## src/tlbp_pkg.sv

```systemverilog
// Shared types, constants and helpers of the two-level branch predictor.
package tlbp_pkg;

  localparam int TABLE_INDEX_BITS_DEF = 10;
  localparam int HISTORY_ENTRIES_DEF  = 64;
  localparam int ADDR_WIDTH_DEF       = 32;

  localparam int ADDR_BITS_W = 4;
  localparam int HIST_BITS_W = 4;
  localparam int LOCAL_SEL_W = 3;
  localparam int SEL_LOW_W   = (2 ** LOCAL_SEL_W) - 1;
  localparam int CFG_IDX_W   = 2;
  localparam int CFG_DATA_W  = 4;
  localparam int COUNT_W     = 32;
  localparam int CTR_W       = 2;

  localparam logic [ADDR_BITS_W-1:0] ADDRESS_BITS_RST      = 4'd5;
  localparam logic [HIST_BITS_W-1:0] HISTORY_BITS_RST      = 4'd5;
  localparam logic [LOCAL_SEL_W-1:0] LOCAL_SELECT_BITS_RST = 3'd0;

  localparam logic [CTR_W-1:0] CTR_STRONG_TAKEN     = 2'd3;
  localparam logic [CTR_W-1:0] CTR_STRONG_NOT_TAKEN = 2'd0;

  typedef enum logic [CFG_IDX_W-1:0] {
    CFG_ADDRESS_BITS      = 2'd0,
    CFG_HISTORY_BITS      = 2'd1,
    CFG_LOCAL_SELECT_BITS = 2'd2
  } cfg_idx_e;

  typedef struct packed {
    logic [ADDR_BITS_W-1:0] address_bits;
    logic [HIST_BITS_W-1:0] history_bits;
    logic [LOCAL_SEL_W-1:0] local_select_bits;
  } cfg_t;

  function automatic int idx_w(input int n);
    return (n > 1) ? $clog2(n) : 1;
  endfunction

endpackage

```

## src/tlbp_ram.sv

```systemverilog
// Single-port-write, single-port-read synchronous RAM with registered read data.
module tlbp_ram #(
  parameter int WIDTH = 2,
  parameter int DEPTH = 1024,
  parameter int AW    = 10
) (
  input  logic             clk_i,
  input  logic             we_i,
  input  logic [AW-1:0]    waddr_i,
  input  logic [WIDTH-1:0] wdata_i,
  input  logic             re_i,
  input  logic [AW-1:0]    raddr_i,
  output logic [WIDTH-1:0] rdata_o
);

  logic [WIDTH-1:0] mem [DEPTH];
  logic [WIDTH-1:0] rdata_q;

  always_ff @(posedge clk_i) begin
    if (we_i) begin
      mem[waddr_i] <= wdata_i;
    end
  end

  always_ff @(posedge clk_i) begin
    if (re_i) begin
      rdata_q <= mem[raddr_i];
    end
  end

  assign rdata_o = rdata_q;

endmodule

```

## src/tlbp_seq.sv

```systemverilog
// Sequencer: clearing pass, history and counter read-modify-write, running totals.
module tlbp_seq #(
  parameter int TABLE_INDEX_BITS = tlbp_pkg::TABLE_INDEX_BITS_DEF,
  parameter int HISTORY_ENTRIES  = tlbp_pkg::HISTORY_ENTRIES_DEF,
  parameter int ADDR_WIDTH       = tlbp_pkg::ADDR_WIDTH_DEF,
  parameter int HIDX_W           = tlbp_pkg::idx_w(HISTORY_ENTRIES)
) (
  input  logic                          clk_i,
  input  logic                          rst_ni,
  input  tlbp_pkg::cfg_t                cfg_i,
  input  logic                          start_i,
  input  logic [ADDR_WIDTH-1:0]         branch_addr_i,
  input  logic                          taken_i,
  output logic                          busy_o,
  output logic                          done_o,
  output logic                          predicted_taken_o,
  output logic                          mispredicted_o,
  output logic                          config_error_o,
  output logic [tlbp_pkg::COUNT_W-1:0]  miss_total_o,
  output logic [tlbp_pkg::COUNT_W-1:0]  branch_total_o,
  output logic                          hist_we_o,
  output logic [HIDX_W-1:0]             hist_waddr_o,
  output logic [TABLE_INDEX_BITS-1:0]   hist_wdata_o,
  output logic                          hist_re_o,
  output logic [HIDX_W-1:0]             hist_raddr_o,
  input  logic [TABLE_INDEX_BITS-1:0]   hist_rdata_i,
  output logic                          ctr_we_o,
  output logic [TABLE_INDEX_BITS-1:0]   ctr_waddr_o,
  output logic [tlbp_pkg::CTR_W-1:0]    ctr_wdata_o,
  output logic                          ctr_re_o,
  output logic [TABLE_INDEX_BITS-1:0]   ctr_raddr_o,
  input  logic [tlbp_pkg::CTR_W-1:0]    ctr_rdata_i
);

  localparam int T         = TABLE_INDEX_BITS;
  localparam int SEL_W     = tlbp_pkg::SEL_LOW_W;
  localparam int SEL_N     = 2 ** SEL_W;
  localparam int EXT_W     = (ADDR_WIDTH > T) ? ((ADDR_WIDTH > SEL_W) ? ADDR_WIDTH : SEL_W)
                                              : ((T > SEL_W) ? T : SEL_W);
  localparam int CTR_DEPTH = 2 ** T;
  localparam int CLR_N     = (CTR_DEPTH > HISTORY_ENTRIES) ? CTR_DEPTH : HISTORY_ENTRIES;
  localparam int CLR_W     = $clog2(CLR_N) + 1;
  localparam int SUM_W     = tlbp_pkg::ADDR_BITS_W + 1;

  typedef enum logic [1:0] {
    S_CLEAR,
    S_IDLE,
    S_HIST,
    S_CTR
  } state_e;

  state_e                        state_q;
  logic [CLR_W-1:0]              clr_q;
  logic [T-1:0]                  row_q;
  logic                          taken_q;
  logic [HIDX_W-1:0]             hidx_q;
  logic [T-1:0]                  hist_q;
  logic [T-1:0]                  tidx_q;
  logic                          done_q;
  logic                          pred_q;
  logic                          miss_flag_q;
  logic                          err_q;
  logic [tlbp_pkg::COUNT_W-1:0]  miss_q;
  logic [tlbp_pkg::COUNT_W-1:0]  branch_q;

  logic [HIDX_W-1:0]             hmod_tab [SEL_N];
  logic [EXT_W-1:0]              addr_ext;
  logic [SEL_W-1:0]              sel_mask;
  logic [SEL_W-1:0]              sel_low;
  logic [HIDX_W-1:0]             hidx;
  logic                          cfg_err;
  logic [T-1:0]                  col_mask;
  logic [T-1:0]                  tidx;
  logic                          pred;
  logic                          miss;
  logic [tlbp_pkg::CTR_W-1:0]    ctr_next;
  logic                          accept;

  for (genvar g = 0; g < SEL_N; g++) begin : g_hmod
    assign hmod_tab[g] = HIDX_W'(g % HISTORY_ENTRIES);
  end

  assign addr_ext = EXT_W'(branch_addr_i);
  assign sel_mask = (SEL_W'(1) << cfg_i.local_select_bits) - SEL_W'(1);
  assign sel_low  = addr_ext[SEL_W-1:0] & sel_mask;
  assign hidx     = hmod_tab[sel_low];
  assign cfg_err  = (SUM_W'(cfg_i.address_bits) + SUM_W'(cfg_i.history_bits)) != SUM_W'(T);
  assign busy_o   = (state_q != S_IDLE);
  assign accept   = start_i && (state_q == S_IDLE);

  assign col_mask = (T'(1) << cfg_i.history_bits) - T'(1);
  assign tidx     = (row_q << cfg_i.history_bits) | (hist_rdata_i & col_mask);

  assign pred = ctr_rdata_i[1];
  assign miss = pred != taken_q;

  always_comb begin
    ctr_next = ctr_rdata_i;
    if (taken_q) begin
      if (ctr_rdata_i != tlbp_pkg::CTR_STRONG_TAKEN) begin
        ctr_next = ctr_rdata_i + tlbp_pkg::CTR_W'(1);
      end
    end else if (ctr_rdata_i != tlbp_pkg::CTR_STRONG_NOT_TAKEN) begin
      ctr_next = ctr_rdata_i - tlbp_pkg::CTR_W'(1);
    end
  end

  always_comb begin
    hist_we_o    = 1'b0;
    hist_waddr_o = hidx_q;
    hist_wdata_o = {hist_q[T-2:0], taken_q};
    ctr_we_o     = 1'b0;
    ctr_waddr_o  = tidx_q;
    ctr_wdata_o  = ctr_next;
    if (state_q == S_CLEAR) begin
      hist_we_o    = clr_q < CLR_W'(HISTORY_ENTRIES);
      hist_waddr_o = clr_q[HIDX_W-1:0];
      hist_wdata_o = '0;
      ctr_we_o     = clr_q < CLR_W'(CTR_DEPTH);
      ctr_waddr_o  = clr_q[T-1:0];
      ctr_wdata_o  = tlbp_pkg::CTR_STRONG_TAKEN;
    end else if (state_q == S_CTR) begin
      hist_we_o = 1'b1;
      ctr_we_o  = 1'b1;
    end
  end

  assign hist_re_o    = accept && !cfg_err;
  assign hist_raddr_o = hidx;
  assign ctr_re_o     = (state_q == S_HIST);
  assign ctr_raddr_o  = tidx;

  always_ff @(posedge clk_i or negedge rst_ni) begin
    if (!rst_ni) begin
      state_q     <= S_CLEAR;
      clr_q       <= '0;
      done_q      <= 1'b0;
      pred_q      <= 1'b0;
      miss_flag_q <= 1'b0;
      err_q       <= 1'b0;
      miss_q      <= '0;
      branch_q    <= '0;
    end else begin
      done_q <= 1'b0;
      unique case (state_q)
        S_CLEAR: begin
          clr_q <= clr_q + CLR_W'(1);
          if (clr_q == CLR_W'(CLR_N - 1)) begin
            state_q <= S_IDLE;
          end
        end
        S_IDLE: begin
          if (start_i) begin
            if (cfg_err) begin
              done_q      <= 1'b1;
              pred_q      <= 1'b0;
              miss_flag_q <= 1'b0;
              err_q       <= 1'b1;
            end else begin
              state_q <= S_HIST;
            end
          end
        end
        S_HIST: begin
          state_q <= S_CTR;
        end
        S_CTR: begin
          state_q     <= S_IDLE;
          done_q      <= 1'b1;
          pred_q      <= pred;
          miss_flag_q <= miss;
          err_q       <= 1'b0;
          if (miss && (miss_q != '1)) begin
            miss_q <= miss_q + tlbp_pkg::COUNT_W'(1);
          end
          if (branch_q != '1) begin
            branch_q <= branch_q + tlbp_pkg::COUNT_W'(1);
          end
        end
        default: state_q <= S_CLEAR;
      endcase
    end
  end

  always_ff @(posedge clk_i) begin
    if (accept) begin
      row_q   <= addr_ext[T-1:0];
      taken_q <= taken_i;
      hidx_q  <= hidx;
    end
    if (state_q == S_HIST) begin
      hist_q <= hist_rdata_i;
      tidx_q <= tidx;
    end
  end

  assign done_o            = done_q;
  assign predicted_taken_o = pred_q;
  assign mispredicted_o    = miss_flag_q;
  assign config_error_o    = err_q;
  assign miss_total_o      = miss_q;
  assign branch_total_o    = branch_q;

  a_done_origin: assert property (@(posedge clk_i) disable iff (!rst_ni)
    done_q |-> ($past(state_q) == S_CTR) || (($past(state_q) == S_IDLE) && $past(start_i)))
    else $error("result strobe without a finished transaction");

  a_miss_le_branch: assert property (@(posedge clk_i) disable iff (!rst_ni)
    miss_q <= branch_q)
    else $error("miss total exceeds branch total");

  a_branch_step: assert property (@(posedge clk_i) disable iff (!rst_ni)
    (branch_q != $past(branch_q)) |-> $past(state_q == S_CTR))
    else $error("branch total moved outside counter update");

  a_ctr_read_then_write: assert property (@(posedge clk_i) disable iff (!rst_ni)
    ctr_re_o |=> (state_q == S_CTR) && ctr_we_o && hist_we_o)
    else $error("counter read not followed by write-back");

endmodule

```

## src/two_level_branch_predictor_unit.sv

```systemverilog
// Top level of the two-level adaptive branch predictor.
//
// Input channel: a resolved branch (branch_addr_i, taken_i) is taken at a rising
// edge with start_i high and busy_o low. One result per transaction appears on
// the result ports for a single cycle, marked by done_o; the receiver cannot stall.
// Configuration channel: cfg_valid_i/cfg_ready_o with cfg_index_i and cfg_data_i,
// always ready; write only while no transaction is outstanding.
// With a valid split a transaction passes through the history memory read,
// the counter memory read and the write-back before the result strobe is
// registered; busy_o stays high until the write-back, so no new transaction
// is taken before then. With a bad split the result follows in the next
// cycle and a transaction is taken every cycle.
// Reset: a clearing pass over max(2**TABLE_INDEX_BITS, HISTORY_ENTRIES) addresses
// (1024 by default) sets every counter to strongly taken and every history to
// zero; busy_o stays high throughout, configuration writes are still taken.
module two_level_branch_predictor_unit #(
  parameter int TABLE_INDEX_BITS = tlbp_pkg::TABLE_INDEX_BITS_DEF,
  parameter int HISTORY_ENTRIES  = tlbp_pkg::HISTORY_ENTRIES_DEF,
  parameter int ADDR_WIDTH       = tlbp_pkg::ADDR_WIDTH_DEF
) (
  input  logic                            clk_i,
  input  logic                            rst_ni,
  input  logic                            cfg_valid_i,
  output logic                            cfg_ready_o,
  input  logic [tlbp_pkg::CFG_IDX_W-1:0]  cfg_index_i,
  input  logic [tlbp_pkg::CFG_DATA_W-1:0] cfg_data_i,
  input  logic                            start_i,
  output logic                            busy_o,
  input  logic [ADDR_WIDTH-1:0]           branch_addr_i,
  input  logic                            taken_i,
  output logic                            done_o,
  output logic                            predicted_taken_o,
  output logic                            mispredicted_o,
  output logic                            config_error_o,
  output logic [tlbp_pkg::COUNT_W-1:0]    miss_total_o,
  output logic [tlbp_pkg::COUNT_W-1:0]    branch_total_o
);

  localparam int HIDX_W = tlbp_pkg::idx_w(HISTORY_ENTRIES);
  localparam int T      = TABLE_INDEX_BITS;

  tlbp_pkg::cfg_t cfg_q;

  logic                       hist_we;
  logic [HIDX_W-1:0]          hist_waddr;
  logic [T-1:0]               hist_wdata;
  logic                       hist_re;
  logic [HIDX_W-1:0]          hist_raddr;
  logic [T-1:0]               hist_rdata;
  logic                       ctr_we;
  logic [T-1:0]               ctr_waddr;
  logic [tlbp_pkg::CTR_W-1:0] ctr_wdata;
  logic                       ctr_re;
  logic [T-1:0]               ctr_raddr;
  logic [tlbp_pkg::CTR_W-1:0] ctr_rdata;

  assign cfg_ready_o = 1'b1;

  always_ff @(posedge clk_i or negedge rst_ni) begin
    if (!rst_ni) begin
      cfg_q.address_bits      <= tlbp_pkg::ADDRESS_BITS_RST;
      cfg_q.history_bits      <= tlbp_pkg::HISTORY_BITS_RST;
      cfg_q.local_select_bits <= tlbp_pkg::LOCAL_SELECT_BITS_RST;
    end else if (cfg_valid_i && cfg_ready_o) begin
      unique case (tlbp_pkg::cfg_idx_e'(cfg_index_i))
        tlbp_pkg::CFG_ADDRESS_BITS: begin
          cfg_q.address_bits <= cfg_data_i[tlbp_pkg::ADDR_BITS_W-1:0];
        end
        tlbp_pkg::CFG_HISTORY_BITS: begin
          cfg_q.history_bits <= cfg_data_i[tlbp_pkg::HIST_BITS_W-1:0];
        end
        tlbp_pkg::CFG_LOCAL_SELECT_BITS: begin
          cfg_q.local_select_bits <= cfg_data_i[tlbp_pkg::LOCAL_SEL_W-1:0];
        end
        default: ;
      endcase
    end
  end

  tlbp_seq #(
    .TABLE_INDEX_BITS (TABLE_INDEX_BITS),
    .HISTORY_ENTRIES  (HISTORY_ENTRIES),
    .ADDR_WIDTH       (ADDR_WIDTH),
    .HIDX_W           (HIDX_W)
  ) u_seq (
    .clk_i             (clk_i),
    .rst_ni            (rst_ni),
    .cfg_i             (cfg_q),
    .start_i           (start_i),
    .branch_addr_i     (branch_addr_i),
    .taken_i           (taken_i),
    .busy_o            (busy_o),
    .done_o            (done_o),
    .predicted_taken_o (predicted_taken_o),
    .mispredicted_o    (mispredicted_o),
    .config_error_o    (config_error_o),
    .miss_total_o      (miss_total_o),
    .branch_total_o    (branch_total_o),
    .hist_we_o         (hist_we),
    .hist_waddr_o      (hist_waddr),
    .hist_wdata_o      (hist_wdata),
    .hist_re_o         (hist_re),
    .hist_raddr_o      (hist_raddr),
    .hist_rdata_i      (hist_rdata),
    .ctr_we_o          (ctr_we),
    .ctr_waddr_o       (ctr_waddr),
    .ctr_wdata_o       (ctr_wdata),
    .ctr_re_o          (ctr_re),
    .ctr_raddr_o       (ctr_raddr),
    .ctr_rdata_i       (ctr_rdata)
  );

  tlbp_ram #(
    .WIDTH (T),
    .DEPTH (HISTORY_ENTRIES),
    .AW    (HIDX_W)
  ) u_hist_ram (
    .clk_i   (clk_i),
    .we_i    (hist_we),
    .waddr_i (hist_waddr),
    .wdata_i (hist_wdata),
    .re_i    (hist_re),
    .raddr_i (hist_raddr),
    .rdata_o (hist_rdata)
  );

  tlbp_ram #(
    .WIDTH (tlbp_pkg::CTR_W),
    .DEPTH (2 ** T),
    .AW    (T)
  ) u_ctr_ram (
    .clk_i   (clk_i),
    .we_i    (ctr_we),
    .waddr_i (ctr_waddr),
    .wdata_i (ctr_wdata),
    .re_i    (ctr_re),
    .raddr_i (ctr_raddr),
    .rdata_o (ctr_rdata)
  );

endmodule

```

## config.mk

```make
export PLATFORM = sky130hd
export DESIGN_NAME = two_level_branch_predictor_unit
export DESIGN_NICKNAME = d
export VERILOG_FILES = /design/src/tlbp_pkg.sv /design/src/tlbp_ram.sv /design/src/tlbp_seq.sv /design/src/two_level_branch_predictor_unit.sv
export SDC_FILE = /design/constraint.sdc
export NUM_CORES = 2
export LEC_CHECK = 0
export ABC_AREA = 1
export CORE_UTILIZATION = 65
export DETAILED_ROUTE_END_ITERATION = 10
export DONT_BUFFER_PORTS = 1
export PLACE_DENSITY_LB_ADDON = 0.12
export REMOVE_ABC_BUFFERS = 1
export SLEW_MARGIN = 15
export SYNTH_ARGS = -nofsm -noshare
export SYNTH_HDL_FRONTEND = slang
export SYNTH_SLANG_ARGS = --single-unit
```

## constraint.sdc

```tcl
create_clock -name clk_i -period 144.6 [get_ports clk_i]
set_input_delay 14.46 -clock clk_i [delete_from_list [all_inputs] [get_ports clk_i]]
set_output_delay 14.46 -clock clk_i [all_outputs]
set_load 0.005 [all_outputs]
```

==> out/results.md <==
| Item | Reported | Unit |
|---|---|---|
| Clock tree root driver cell | sky130_fd_sc_hd__clkbuf_16 | - |
| Most area-hungry cell type in the Yosys netlist | sky130_fd_sc_hd__edfxtp_1 | - |
| Slew HR | 17.68 | % |
| Post-layout net count | 10940 | - |
| Unrepaired setup endpoints after global routing | false | - |
| Setup slack, reg-to-reg | 137680 | ps |
| Area added between synthesis and finish | 8.108 | % |
| Clock latency reported for the late side of the worst-skew pair | 940 | ps |
| Total wirelength of the detailed-routed design | 321500 | µm |
| Post-CTS Setup Repair Bufs | 0 | - |
| Overall track demand over capacity in global routing | 33.22 | % |
| Most instantiated cells after synthesis | sky130_fd_sc_hd__edfxtp_1 (2736), sky130_fd_sc_hd__nand2_1 (2110), sky130_fd_sc_hd__nor2_1 (1571), sky130_fd_sc_hd__nand3_1 (1498), sky130_fd_sc_hd__inv_1 (969) | - |
| Required @ worst endpoint | 145380 | ps |
| Routed length per placed instance | 23.66 | µm |
| Layout fillers | 13040 | - |
| TritonCTS clock tree | yes | - |
| Sequential-to-total area share from yosys stat | 68.50 | % |
| Number of clock buffers inserted by TritonCTS | 299 | - |
| Number of cells produced by synthesis | 11290 | - |
| Vert. Die Dim | 437.5 | µm |
| CTS clk-pin slew, worst paths | 60 | ps |
| Final Util | 70.83 | % |
| Via count of the first global-routing pass | 81870 | - |
| I/O Buffers | 0 | - |
| Synthesis warning total | 0 | - |
| Total overflow reported by the global router | 0 | - |
| Largest cells by area after synthesis | sky130_fd_sc_hd__edfxtp_1 (67%), sky130_fd_sc_hd__nand2_1 (6.4%), sky130_fd_sc_hd__nand3_1 (6.1%), sky130_fd_sc_hd__nor2_1 (4.8%), sky130_fd_sc_hd__inv_1 (2.9%) | - |
| Core area | 188200 | µm² |
| Die area | 191400 | µm² |
| Routed length on met3 | 34730 | µm |
| Floorplan die width | 437.5 | µm |
| EDFF count, synth | 2736 | - |
| Category of the worst setup path launch point | input port | - |
| Longest Clk Path Bufs | 4 | - |
| Pin count of the biggest net entering global routing | 249 | - |
| DRC Markers | 0 | - |
| Number of optimization iterations in the first detailed-route pass | 6 | - |
| Worst Reg2Reg Path Length in Cells | 20 | - |
| Total length of routed met2 wires | 153100 | µm |
| Reported max-cap violation count | 0 | - |
| Highest routing layer actually used | met4 | - |
| Number of sinks handled by clock tree synthesis | 2828 | - |
| Worst-case hold path end point | u_seq.hist_q[6] | - |
| Tcrit/Tclk final | 11.87 | % |
| H-tree depth reported by CTS | 5 | - |
| Gp weighted congestion | 0.8394 | - |
| Share of flip-flops with an asynchronous set or reset after synthesis | 3.253 | % |
| Worst hold path type | reg2reg | - |
| Number of placed I/O pins | 113 | - |
| Transition time of the tightest slew-check pin | 1235 | ps |
| Hpwl dp | 162800 | µm |
| Number of resized instances in the post-cts repair step | 0 | - |
| Outcome | completed | - |
| Depth of the worst hold-timing path | 0 | - |
| Peak supply drop | 0.01735 | mV |
| Critical register-to-register path endpoint | u_ctr_ram.rdata_o[0] | - |
| Global-route wire length before repair | 477500 | µm |
| Layout cells sized above 1 | 5.562 | % |
| Antenna-violating nets left | 0 | - |
| HP Start | u_hist_ram.rdata_o[6] | - |
| DR vias | 84970 | - |
| Static Leakage | 0.04757 | µW |
| Post-synth top area share | 66.63 | % |
| Time the final worst path needs with I/O delays and setup | 17170 | ps |
| Top flip-flop cell by instance count after synthesis | sky130_fd_sc_hd__edfxtp_1 | - |
| Detailed router's first-iteration violation count | 11490 | - |
| Category of the worst setup path capture point | register | - |
| Library cells used by synthesis | 50 | - |
| Number of buffers inserted for hold repair after clock tree synthesis | 0 | - |
| Standard-cell row count | 159 | - |
| Critical path class | in2reg | - |
| Setup total negative slack | 0 | ps |
| Arr. time, crit path | 17950 | ps |
| Number of register bits inferred by synthesis | 2828 | - |
| Max-slew violations | 0 | - |
| Setup violations, final | 0 | - |
| Most frequently used cell type in the post-synthesis netlist | sky130_fd_sc_hd__edfxtp_1 | - |
| Top achievable clock speed | 0.05825 | GHz |
| Cell area after synthesis | 123300 | µm² |
| Mean instance size in the synthesized netlist | 10.92 | µm² |
| Power density of the placed cells | 17.63 | nW/µm² |
| Initial antenna violation count | 7 | - |
| Vias per cell | 6.252 | - |
| Final count of hold timing violations | 0 | - |
| Max FO, Critical Path | 125 | - |
| Sum of routed wire segments on met1 | 119800 | µm |
| Startpoint of the most critical register-to-register path | cfg_q[6] | - |
| Worst-case clock skew | 45.17 | ps |
| Starting utilization of the core area | 65.52 | % |
==> critical path, cell delays in order <==
cell and delay (ps):
sky130_fd_sc_hd__nand2_4 340, sky130_fd_sc_hd__inv_8 710, sky130_fd_sc_hd__buf_4 890, sky130_fd_sc_hd__nor2_1 80, sky130_fd_sc_hd__o32ai_1 420, sky130_fd_sc_hd__o211ai_1 240, sky130_fd_sc_hd__nand3_1 300, sky130_fd_sc_hd__nand3_1 180
sky130_fd_sc_hd__nand2_1 170
==> routing by layer <==
metal	GRT usage [%]	vias up
li1	-	38210
met1	44.18	41210
met2	54.17	4678
met3	6.200	879
met4	13.85	0
met5	0	-
==> per-stage QoR <==
stage | power (µW) | std cells | worst slack, ps | area, µm² | hold WS [ps]
floorplan | 1711 | 10470 | 96580 | 119700 | 419.5
global placement | 1625 | 13080 | 126710 | 124300 | 444.3
detailed placement | 1638 | 13080 | 126640 | 124300 | 457.4
CTS | 2342 | 13590 | 127630 | 133200 | 471.0
global route | 2422 | 13590 | 127310 | 133300 | 479.4
finish | 2350 | 13590 | 127430 | 133300 | 467.7
==> sequential cells by signal, summed over array words and instances, names as in the netlist, 2 cells and up <==
signal and flops:
cfg_q 11, u_ctr_ram.mem 2048, u_ctr_ram.rdata_o 2, u_hist_ram.mem 640, u_hist_ram.rdata_o 10, u_seq.branch_total_o 32
u_seq.clr_q 11, u_seq.hidx_q 6, u_seq.hist_q 9, u_seq.miss_total_o 32, u_seq.row_q 10, u_seq.state_q 2
u_seq.tidx_q 10
==> placed cells by master, fill, tap and decap left out, types with 44 or more instances in the layout <==
master | Yosys | final
sky130_fd_sc_hd__o32ai_1 | 80 | 80
sky130_fd_sc_hd__inv_1 | 969 | 964
sky130_fd_sc_hd__o21ai_0 | 290 | 289
sky130_fd_sc_hd__nor3_1 | 44 | 44
sky130_fd_sc_hd__a21oi_1 | 90 | 90
sky130_fd_sc_hd__nand2_1 | 2110 | 2077
sky130_fd_sc_hd__clkinv_2 | 0 | 53
sky130_fd_sc_hd__clkbuf_1 | 381 | 66
sky130_fd_sc_hd__o22ai_1 | 82 | 82
sky130_fd_sc_hd__buf_4 | 23 | 107
sky130_fd_sc_hd__o211ai_1 | 362 | 362
sky130_fd_sc_hd__clkinv_1 | 2 | 58
sky130_fd_sc_hd__xor2_1 | 46 | 46
sky130_fd_sc_hd__dfrtp_1 | 88 | 88
sky130_fd_sc_hd__o221ai_1 | 80 | 80
sky130_fd_sc_hd__nor2_1 | 1571 | 1557
sky130_fd_sc_hd__nand3_1 | 1498 | 1481
sky130_fd_sc_hd__nand3b_1 | 260 | 260
sky130_fd_sc_hd__clkbuf_16 | 0 | 306
sky130_fd_sc_hd__edfxtp_1 | 2736 | 2736
==> layout make-up <==
cell class	count	area [µm²]	area share, %
sequential	2828	84470	63.37
multi-input combinational	6659	32030	24.03
clock buffer	375	7946	5.961
inverter	981	3721	2.792
tap	2495	3122	2.342
timing repair buffer	118	1023	0.7678
clock inverter	132	982.2	0.7368
antenna	3	7.507	0.005632
==> worst max path at each step <==
stage                          from                     to  slack (ps)  cells past startpoint
2_1_floorplan  u_ctr_ram.rdata_o[1]    u_ctr_ram.mem[0][0]       96580                      2
3_3_place_gp       branch_addr_i[0]  u_hist_ram.rdata_o[1]      126710                      9
3_5_place_dp       branch_addr_i[0]  u_hist_ram.rdata_o[3]      126640                      9
4_1_cts            branch_addr_i[0]  u_hist_ram.rdata_o[0]      127630                      9
5_1_grt            branch_addr_i[0]  u_hist_ram.rdata_o[4]      127310                      9
6_report           branch_addr_i[0]  u_hist_ram.rdata_o[4]      127430                      9
==> logic make-up (layout without fill, tap and decap cells) <==
| group | count (synthesis) | in the layout | synth area share (%) |
|---|---|---|---|
| XOR/XNOR | 71 | 71 | 0.5043 |
| AND/OR/NAND/NOR | 5539 | 5539 | 19.37 |
| AO/OA/AOI/OAI | 1030 | 1030 | 5.517 |
| flip-flops | 2828 | 2828 | 68.50 |
| other | 1 | 4 | 0.003041 |
| adder cells (fa/ha/maj) | 14 | 14 | 0.1482 |
| buffers and inverters | 1803 | 1606 | 5.917 |
| multiplexers | 4 | 4 | 0.03653 |
==> report_power, final <==
group,switching (µW),internal [µW]
registers,7.39,1060
logic,461,105
clock network,303,412
(Power assumes the default switching activity.)
